--- src/hdl/asmc_pkg.sv ---
package asmc_pkg;

  localparam int NUM_SUBSYSTEMS = 8;

  // Mask bits for subsystems that exist, limited to the eight stored bits.
  localparam logic [7:0] VALID_BITS =
    (NUM_SUBSYSTEMS >= 8) ? 8'hFF : 8'((1 << NUM_SUBSYSTEMS) - 1);

  localparam logic [7:0] MASK_RESET = 8'hFF;

  typedef enum logic [2:0] {
    REQ_INIT       = 3'd0,
    REQ_ARM        = 3'd1,
    REQ_MANUAL     = 3'd2,
    REQ_RELINQUISH = 3'd3,
    REQ_DISARM     = 3'd4,
    REQ_SHUTDOWN   = 3'd5,
    REQ_FIRE       = 3'd6,
    REQ_FIRE_SUPP  = 3'd7
  } req_t;

  typedef enum logic [5:0] {
    MODE_UNINIT   = 6'b000001,
    MODE_INIT     = 6'b000010,
    MODE_ARMED    = 6'b000100,
    MODE_MANUAL   = 6'b001000,
    MODE_DISARMED = 6'b010000,
    MODE_SHUTDOWN = 6'b100000
  } mode_t;

  localparam logic [2:0] MODE_CODE_UNINIT   = 3'd0;
  localparam logic [2:0] MODE_CODE_INIT     = 3'd1;
  localparam logic [2:0] MODE_CODE_ARMED    = 3'd2;
  localparam logic [2:0] MODE_CODE_MANUAL   = 3'd3;
  localparam logic [2:0] MODE_CODE_DISARMED = 3'd4;
  localparam logic [2:0] MODE_CODE_SHUTDOWN = 3'd5;

  localparam logic [1:0] MOTOR_SILENT = 2'd0;
  localparam logic [1:0] MOTOR_QUIET  = 2'd1;
  localparam logic [1:0] MOTOR_LOUD   = 2'd2;

  typedef enum logic [2:0] {
    ST_TRANSITION = 3'd0,
    ST_NEW        = 3'd1,
    ST_ALREADY    = 3'd2,
    ST_UNUSED     = 3'd3,
    ST_INVALID    = 3'd4,
    ST_IGNORED    = 3'd5
  } status_t;

  typedef struct packed {
    logic [2:0] event_status;
    logic [1:0] motor_sound;
    logic       screen_on;
    logic [2:0] mode;
  } result_t;

  function automatic logic [2:0] mode_code(mode_t m);
    logic [2:0] code;
    case (m)
      MODE_UNINIT:   code = MODE_CODE_UNINIT;
      MODE_INIT:     code = MODE_CODE_INIT;
      MODE_ARMED:    code = MODE_CODE_ARMED;
      MODE_MANUAL:   code = MODE_CODE_MANUAL;
      MODE_DISARMED: code = MODE_CODE_DISARMED;
      MODE_SHUTDOWN: code = MODE_CODE_SHUTDOWN;
      default:       code = MODE_CODE_UNINIT;
    endcase
    return code;
  endfunction

endpackage

--- src/hdl/asmc_step.sv ---
module asmc_step (
  input  asmc_pkg::mode_t   mode,
  input  logic [7:0]        done_flags,
  input  logic [7:0]        mask,
  input  logic [2:0]        req_type,
  input  logic [3:0]        subsystem_index,
  output asmc_pkg::mode_t   mode_nxt,
  output logic [7:0]        done_flags_nxt,
  output asmc_pkg::result_t result
);

  asmc_pkg::mode_t   mode_eff;
  asmc_pkg::status_t status;
  logic [7:0]        flags_set;
  logic [2:0]        code;

  assign flags_set = done_flags | (8'd1 << subsystem_index[2:0]);

  always_comb begin
    // A completed init set (including an empty mask) takes effect before the event.
    mode_eff = mode;
    if ((mode == asmc_pkg::MODE_UNINIT) &&
        ((mask & asmc_pkg::VALID_BITS & ~done_flags) == 8'd0)) begin
      mode_eff = asmc_pkg::MODE_INIT;
    end

    mode_nxt       = mode_eff;
    done_flags_nxt = done_flags;
    status         = asmc_pkg::ST_IGNORED;

    case (mode_eff)
      asmc_pkg::MODE_UNINIT: begin
        if (req_type == asmc_pkg::REQ_INIT) begin
          if (subsystem_index >= 4'(asmc_pkg::NUM_SUBSYSTEMS)) begin
            status = asmc_pkg::ST_INVALID;
          end else if (subsystem_index[3] || !mask[subsystem_index[2:0]]) begin
            status = asmc_pkg::ST_UNUSED;
          end else if (done_flags[subsystem_index[2:0]]) begin
            status = asmc_pkg::ST_ALREADY;
          end else begin
            done_flags_nxt = flags_set;
            status         = asmc_pkg::ST_NEW;
            if ((mask & asmc_pkg::VALID_BITS & ~flags_set) == 8'd0) begin
              mode_nxt = asmc_pkg::MODE_INIT;
            end
          end
        end
      end
      asmc_pkg::MODE_INIT: begin
        if (req_type == asmc_pkg::REQ_ARM) begin
          mode_nxt = asmc_pkg::MODE_ARMED;
          status   = asmc_pkg::ST_TRANSITION;
        end
      end
      asmc_pkg::MODE_ARMED: begin
        if (req_type == asmc_pkg::REQ_MANUAL) begin
          mode_nxt = asmc_pkg::MODE_MANUAL;
          status   = asmc_pkg::ST_TRANSITION;
        end else if (req_type == asmc_pkg::REQ_DISARM) begin
          mode_nxt = asmc_pkg::MODE_DISARMED;
          status   = asmc_pkg::ST_TRANSITION;
        end
      end
      asmc_pkg::MODE_MANUAL: begin
        if (req_type == asmc_pkg::REQ_RELINQUISH) begin
          mode_nxt = asmc_pkg::MODE_ARMED;
          status   = asmc_pkg::ST_TRANSITION;
        end
      end
      asmc_pkg::MODE_DISARMED: begin
        if (req_type == asmc_pkg::REQ_SHUTDOWN) begin
          mode_nxt = asmc_pkg::MODE_SHUTDOWN;
          status   = asmc_pkg::ST_TRANSITION;
        end
      end
      default: begin
      end
    endcase
  end

  always_comb begin
    code = asmc_pkg::mode_code(mode_nxt);
    result.mode         = code;
    result.event_status = status;
    result.screen_on    = (code == asmc_pkg::MODE_CODE_UNINIT) ||
                          (code == asmc_pkg::MODE_CODE_INIT) ||
                          (code == asmc_pkg::MODE_CODE_DISARMED);
    if (code == asmc_pkg::MODE_CODE_ARMED) begin
      result.motor_sound = asmc_pkg::MOTOR_LOUD;
    end else if ((code == asmc_pkg::MODE_CODE_INIT) ||
                 (code == asmc_pkg::MODE_CODE_DISARMED)) begin
      result.motor_sound = asmc_pkg::MOTOR_QUIET;
    end else begin
      result.motor_sound = asmc_pkg::MOTOR_SILENT;
    end
  end

endmodule

--- src/hdl/arm_sequence_mode_controller_unit.sv ---
// Arm sequence mode controller. Each accepted event item yields exactly one result item
// carrying the mode after the event, the screen and motor outputs of that mode, and an
// event status. One item is taken every clock cycle: the mode and done-flag registers
// update at acceptance through a single level of decode logic, and the result is registered
// into an output register alongside them. The input is only held off while that output
// register is full and not being taken. The active subsystem mask may be rewritten
// while the block is idle; an all-zero mask moves the block to initialized on the
// next event.
module arm_sequence_mode_controller_unit (
  input  logic        clk,
  input  logic        rst_n,
  input  logic        cfg_we,
  input  logic [7:0]  cfg_wdata,    // active_subsystem_mask
  input  logic        in_tvalid,
  output logic        in_tready,
  input  logic [7:0]  in_tdata,     // [2:0] req_type, [6:3] subsystem_index, [7] zero
  output logic        out_tvalid,
  input  logic        out_tready,
  output logic [15:0] out_tdata     // [2:0] mode, [3] screen_on, [5:4] motor_sound,
                                    // [8:6] event_status, [15:9] zero
);

  logic [7:0]        mask_r;
  asmc_pkg::mode_t   mode_r;
  asmc_pkg::mode_t   mode_nxt;
  logic [7:0]        done_flags_r;
  logic [7:0]        done_flags_nxt;
  asmc_pkg::result_t result;
  asmc_pkg::result_t out_r;
  logic              out_valid_r;
  logic              in_accept;

  assign in_tready = !out_valid_r || out_tready;
  assign in_accept = in_tvalid && in_tready;

  asmc_step u_step (
    .mode            (mode_r),
    .done_flags      (done_flags_r),
    .mask            (mask_r),
    .req_type        (in_tdata[2:0]),
    .subsystem_index (in_tdata[6:3]),
    .mode_nxt        (mode_nxt),
    .done_flags_nxt  (done_flags_nxt),
    .result          (result)
  );

  always_ff @(posedge clk) begin
    if (!rst_n) begin
      mask_r       <= asmc_pkg::MASK_RESET;
      mode_r       <= asmc_pkg::MODE_UNINIT;
      done_flags_r <= 8'd0;
      out_valid_r  <= 1'b0;
    end else begin
      if (cfg_we) begin
        mask_r <= cfg_wdata;
      end
      if (in_accept) begin
        mode_r       <= mode_nxt;
        done_flags_r <= done_flags_nxt;
        out_valid_r  <= 1'b1;
      end else if (out_tready) begin
        out_valid_r <= 1'b0;
      end
    end
  end

  always_ff @(posedge clk) begin
    if (in_accept) begin
      out_r <= result;
    end
  end

  assign out_tvalid = out_valid_r;
  assign out_tdata  = {7'd0, out_r};

`ifndef NO_ASSERTIONS
  // Done flags are only ever set, never cleared, outside of reset.
  a_flags_sticky: assert property (@(posedge clk) disable iff (!rst_n)
    1'b1 |=> ((done_flags_r & $past(done_flags_r)) == $past(done_flags_r)))
    else $error("done flag cleared");

  // Once the block has left uninitialized mode, the done flags stay put.
  a_flags_frozen: assert property (@(posedge clk) disable iff (!rst_n)
    (mode_r != asmc_pkg::MODE_UNINIT) |=> $stable(done_flags_r))
    else $error("done flags changed outside uninitialized mode");

  // A newly initialized subsystem can only be reported in uninitialized or initialized mode.
  a_new_mode: assert property (@(posedge clk) disable iff (!rst_n)
    (out_valid_r && (out_r.event_status == asmc_pkg::ST_NEW)) |->
      ((out_r.mode == asmc_pkg::MODE_CODE_UNINIT) || (out_r.mode == asmc_pkg::MODE_CODE_INIT)))
    else $error("newly initialized status in wrong mode");
`endif

endmodule
--- config.mk ---
export PLATFORM = sky130hd
export DESIGN_NAME = arm_sequence_mode_controller_unit
export DESIGN_NICKNAME = d
export VERILOG_FILES = /design/src/hdl/asmc_pkg.sv /design/src/hdl/asmc_step.sv /design/src/hdl/arm_sequence_mode_controller_unit.sv
export SDC_FILE = /design/constraint.sdc
export NUM_CORES = 1
export LEC_CHECK = 0
export BUFFER_PORTS_ARGS = -buffer_cell sky130_fd_sc_hd__buf_2
export CORE_MARGIN = 2
export CORE_UTILIZATION = 55
export DETAILED_ROUTE_END_ITERATION = 16
export PLACE_DENSITY = 0.79
export REMOVE_ABC_BUFFERS = 1
export SLEW_MARGIN = 10
export SYNTH_ARGS = -nofsm -noshare
export SYNTH_HDL_FRONTEND = slang
export SYNTH_SLANG_ARGS = --single-unit
export TNS_END_PERCENT = 100
--- constraint.sdc ---
create_clock -name clk -period 3 [get_ports clk]
set_input_delay 0.45 -clock clk [delete_from_list [all_inputs] [get_ports clk]]
set_output_delay 0.45 -clock clk [all_outputs]
set_load 0.01 [all_outputs]
== Yosys cells after proc, flatten, opt, wreduce, memory -nomap -nowiden ==
Cells that the tools add are included.

* Equality and inequality tests: 19
* Order comparisons: 2
* Mux-type cells: 30
* Reduce and logical (&&, ||, !) cells: 15
* Shift-type cells: 1
* Bitwise gates (word level): 8

{| class="wikitable"
|+ Operator list
! operator !! number
|-
| $mux W6 || 11
|-
| $pmux W3 S5 || 2
|-
| $pmux W6 S5 || 1
|-
| $mux W3 || 8
|-
| $and A8 B8 Y8 || 2
|-
| $logic_not A8 Y1 || 2
|-
| $not A8 Y8 || 2
|-
| $eq A6 B1 Y1 const B || 2
|-
| $eq A6 B2 Y1 const B || 2
|-
| $eq A6 B3 Y1 const B || 2
|-
| $eq A6 B4 Y1 const B || 2
|-
| $eq A6 B5 Y1 const B || 2
|-
| $eq A3 B2 Y1 const B || 3
|-
| $eq A3 B3 Y1 const B || 3
|-
| $or A8 B8 Y8 || 1
|-
| $shl A1 B3 Y8 const A || 1
|-
| $bmux W1 S3 || 2
|-
| $eq A3 B1 Y1 const B || 2
|-
| $eq A6 B6 Y1 const B || 1
|-
| $logic_not A3 Y1 || 2
|-
| $reduce_and A6 Y1 || 1
|-
| $logic_or A1 B1 Y1 || 5
|-
| $mux W1 || 5
|-
| $ge A4 B4 Y1 const B || 1
|-
| other kinds (6) || 10
|}

* Flip-flop bits (word level): 32
* Output and inout bits: 18
* Logic and storage cells: 83
* Bits of input ports: 21

== Depth between registers and ports, before layout ==
* Depth in word-level cells: 16
* Mapped depth: 10
* Depth with buffers taken out: 8

== Cells and area by module ==
From an unflattened synthesis, not the netlist that was laid out.

* Cells, all modules: 257
* Area, all modules: 2323.5 um^2

{| class="wikitable"
|+ By module, submodules not included
! module !! cells each !! seq. area each (um^2) !! times used !! area an instance (um^2)
|-
| arm_sequence_mode_controller_unit || 109 || 730.7 || 1 || 1228.7
|-
| asmc_step || 148 || 0.0 || 1 || 1094.8
|}

== Least setup slack after synthesis ==
OpenSTA, ideal clock, no wires.

* Path kind: input to register
* Start point: input port in_tdata[3]
* End point: register out_r, in the netlist out_tdata[1], data pin
* Buffers on the path: 1
* Library setup time: 255 ps
* Required time: 2745 ps
* Arrival: 2545 ps
* Path slack: 200 ps
* Stages: 9
* Cell sequence: buf_6 -> mux4_2 -> or3b_1 -> a21oi_2 -> nand4_2 -> nor2b_1 -> o32a_1 -> xnor2_1 -> and3_1

{| class="wikitable"
|+ RTL lines
! element !! RTL line !! RTL
|-
| start, declared || arm_sequence_mode_controller_unit.sv:16 || <nowiki>input logic [7:0] in_tdata,</nowiki>
|-
| end signal, assigned || arm_sequence_mode_controller_unit.sv:69 || <nowiki>out_r <= result;</nowiki>
|-
| end, declared || arm_sequence_mode_controller_unit.sv:29 || <nowiki>asmc_pkg::result_t out_r;</nowiki>
|}

==> flow_metrics.tcl <==
set metrics [dict create \
    status "completed" \
    clock-root-buffer "clkbuf_8" \
    ir_worst_vdd_v 0.000379 \
    crit_path_start_kind "flip-flop" \
    num-nets-final 292 \
    synthesis.area_sq_um 2090 \
    maxCapViolCount 0 \
    hpwl_mm 3.65 \
    synth_cell_type_count 57 \
    final_common_cell "buf_2" \
    cp.required_ns 3.04 \
    utilization_pct 65.6 \
    layout-drive-gt1-share_pct 23.9 \
    synth-edff-count 9 \
    period_needed_ns 2.87 \
    die_height_um 65.7 \
    grt_max_degree 24 \
    finalCritPeriodShare_pct 95.8 \
    cp.arrival_ns 2.91 \
    placed_cells_incl_taps 312 \
    clk_latency_ns 0.28 \
    syn2layout_area_growth_pct 14.9 \
    critPathKind "flip-flop to flip-flop" \
    fin_worst_skew_ns 0.00829 \
    drt-wirelength-per-cell_um 14.7 \
    core_sq_um 3660 \
    track_usage_pct 24.0 \
    die_w_um 65.7 \
    setup_viol 0 \
    post_drt_via_cell_ratio 5.92 \
    ios 39 \
    drt_iter0_drc 117 \
    seq_area_frac_synth_pct 34.9 \
    dieArea_sq_um 4310 \
    placed_area_sq_um 2300 \
    antenna_found_initial 0 \
    synthArstFlopShare_pct 0 \
    clockBufferDepth 2 \
    synth-main-ff-cell "dfxtp_1" \
    cts_made_buffers 5 \
    crit_path_max_fanout 6 \
    fillers 319 \
    tightest_slew_ns 0.505 \
    timing.final.hold_violations 0 \
    layout_common_cells "buf_2 (30), dfxtp_1 (23), nand2_1 (21)" \
    slew-limit-headroom_pct 66.1 \
    hold_ws_ns 0.377 \
    placement.io_buffers 30 \
    postLayoutSetupSlackWorst_ns 0.127 \
    gp_congestion 0.906 \
    yosys_register_bits 32 \
    hold_class "input pin to flip-flop" \
    initial_core_util_pct 57.1 \
    drt_wl_total_mm 4.71 \
    grt_pass1_wl_mm 7.89 \
    netlist_instances 236 \
    yosys_warnings 0 \
    cts_setup_buffers 0 \
    rows 22 \
    instances_no_fill 320 \
    grt.overflow.total 0 \
    postRouteAntennaNets 0 \
    via_count 1894 \
    end_kind "flip-flop" \
    clock.fmax_mhz 348 \
    syn_area_per_cell_sq_um 8.86 \
    antenna_cells 0 \
    final_area_sq_um 2400 \
    htree_levels 2 \
    finalSetupTns_ns 0 \
    rsz0062_at_grt "no" \
    drtPass1Iterations 4 \
    dpl_worst_slack_ns 0.0149 \
    path_clk_slew_ns 0.06 \
    slew_viol_final 0 \
    drc 0 \
    cts-resized-gates 0 \
    p_total_mw 0.983 \
    clock-sinks 32 \
    grt_pass1_vias 1787 \
    p_leak_nw 1.06 \
    cts_tree "built" \
    p_per_area_nw_per_um2 409 \
]
==> flip-flops by register name (all words and copies together) (netlist names) <==
signal	flops
mask_r	8
out_tvalid	1
done_flags_r	8
mode_r	6
out_tdata	9
==> cells by family after synthesis <==
family | count (synthesis) | synth area share [%]
AND/OR/NAND/NOR | 107 | 30.3
AO/OA/AOI/OAI | 53 | 18.1
multiplexers | 13 | 8.62
buffers and inverters | 27 | 6.58
other | 1 | 0.179
XOR/XNOR | 3 | 1.26
flip-flops | 32 | 34.9
==> metal layers <==
layer	track usage (%)	vias to the layer above	part of all wire [%]
met2	40.7	72	49
met4	14.3	0	4.2
met3	6.85	25	4.5
li1	-	919	-
met1	26.3	878	42
met5	0	-	0
==> worst paths after layout <==
path                                start                           end  slack (ns)  cells past startpoint
max reg2reg        mode_r[5]$_SDFFE_PN0P_        out_tdata[1]$_DFFE_PP_        0.13                      8
min                          cfg_wdata[0]        mask_r[0]$_SDFFE_PN1P_        0.38                      3
max                mode_r[5]$_SDFFE_PN0P_        out_tdata[1]$_DFFE_PP_        0.13                      8
min reg2reg  done_flags_r[7]$_SDFFE_PN0P_  done_flags_r[7]$_SDFFE_PN0P_        0.48                      1
==> repair_timing <==
| item | 4_1_cts | 5_1_grt |
|---|---|---|
| hold buffers | 0 | 0 |
| endpoints found under the setup margin | 0 | 1 |
| hold endpoints to repair | 0 | 0 |
==> critical path, cell delays in order, from the launching register on <==
cell	delay [ns]
dfxtp_1	0.36
or4_4	0.58
or3_4	0.42
and4_1	0.21
a21oi_1	0.21
nand2_1	0.08
o32a_1	0.44
xnor2_1	0.17
and3_1	0.17
==> where the power goes <==
group	switching, mW	internal (mW)	total, mW
sequential	0.00867	0.460	0.469
combinational	0.0892	0.0635	0.153
clock	0.152	0.209	0.361
==> final cells by class <==
type	count	area (sq um)	share of cell area, %
Tap cell	48	60.1	2.50
Clock buffer	8	100	4.17
Inverter	7	26.3	1.09
Sequential cell	32	731	30.4
Multi-Input combinational cell	183	1240	51.8
Timing Repair Buffer	42	240	10.0
==> synth_stat cells (7+ instances only) <==
cell type  instances  share of area, %
o21ai_0           13               3.1
buf_4              7               2.5
nor2_1            14               2.5
nor3_1             7               1.7
inv_1              7               1.3
nand2_1           21               3.8
nor2b_1           13               3.9
mux2i_1            9               4.3
dfxtp_1           23                22
nand2b_1          10               3.0
clkbuf_1          10               1.8
edfxtp_1           9                13
(Power assumes the default switching activity.)
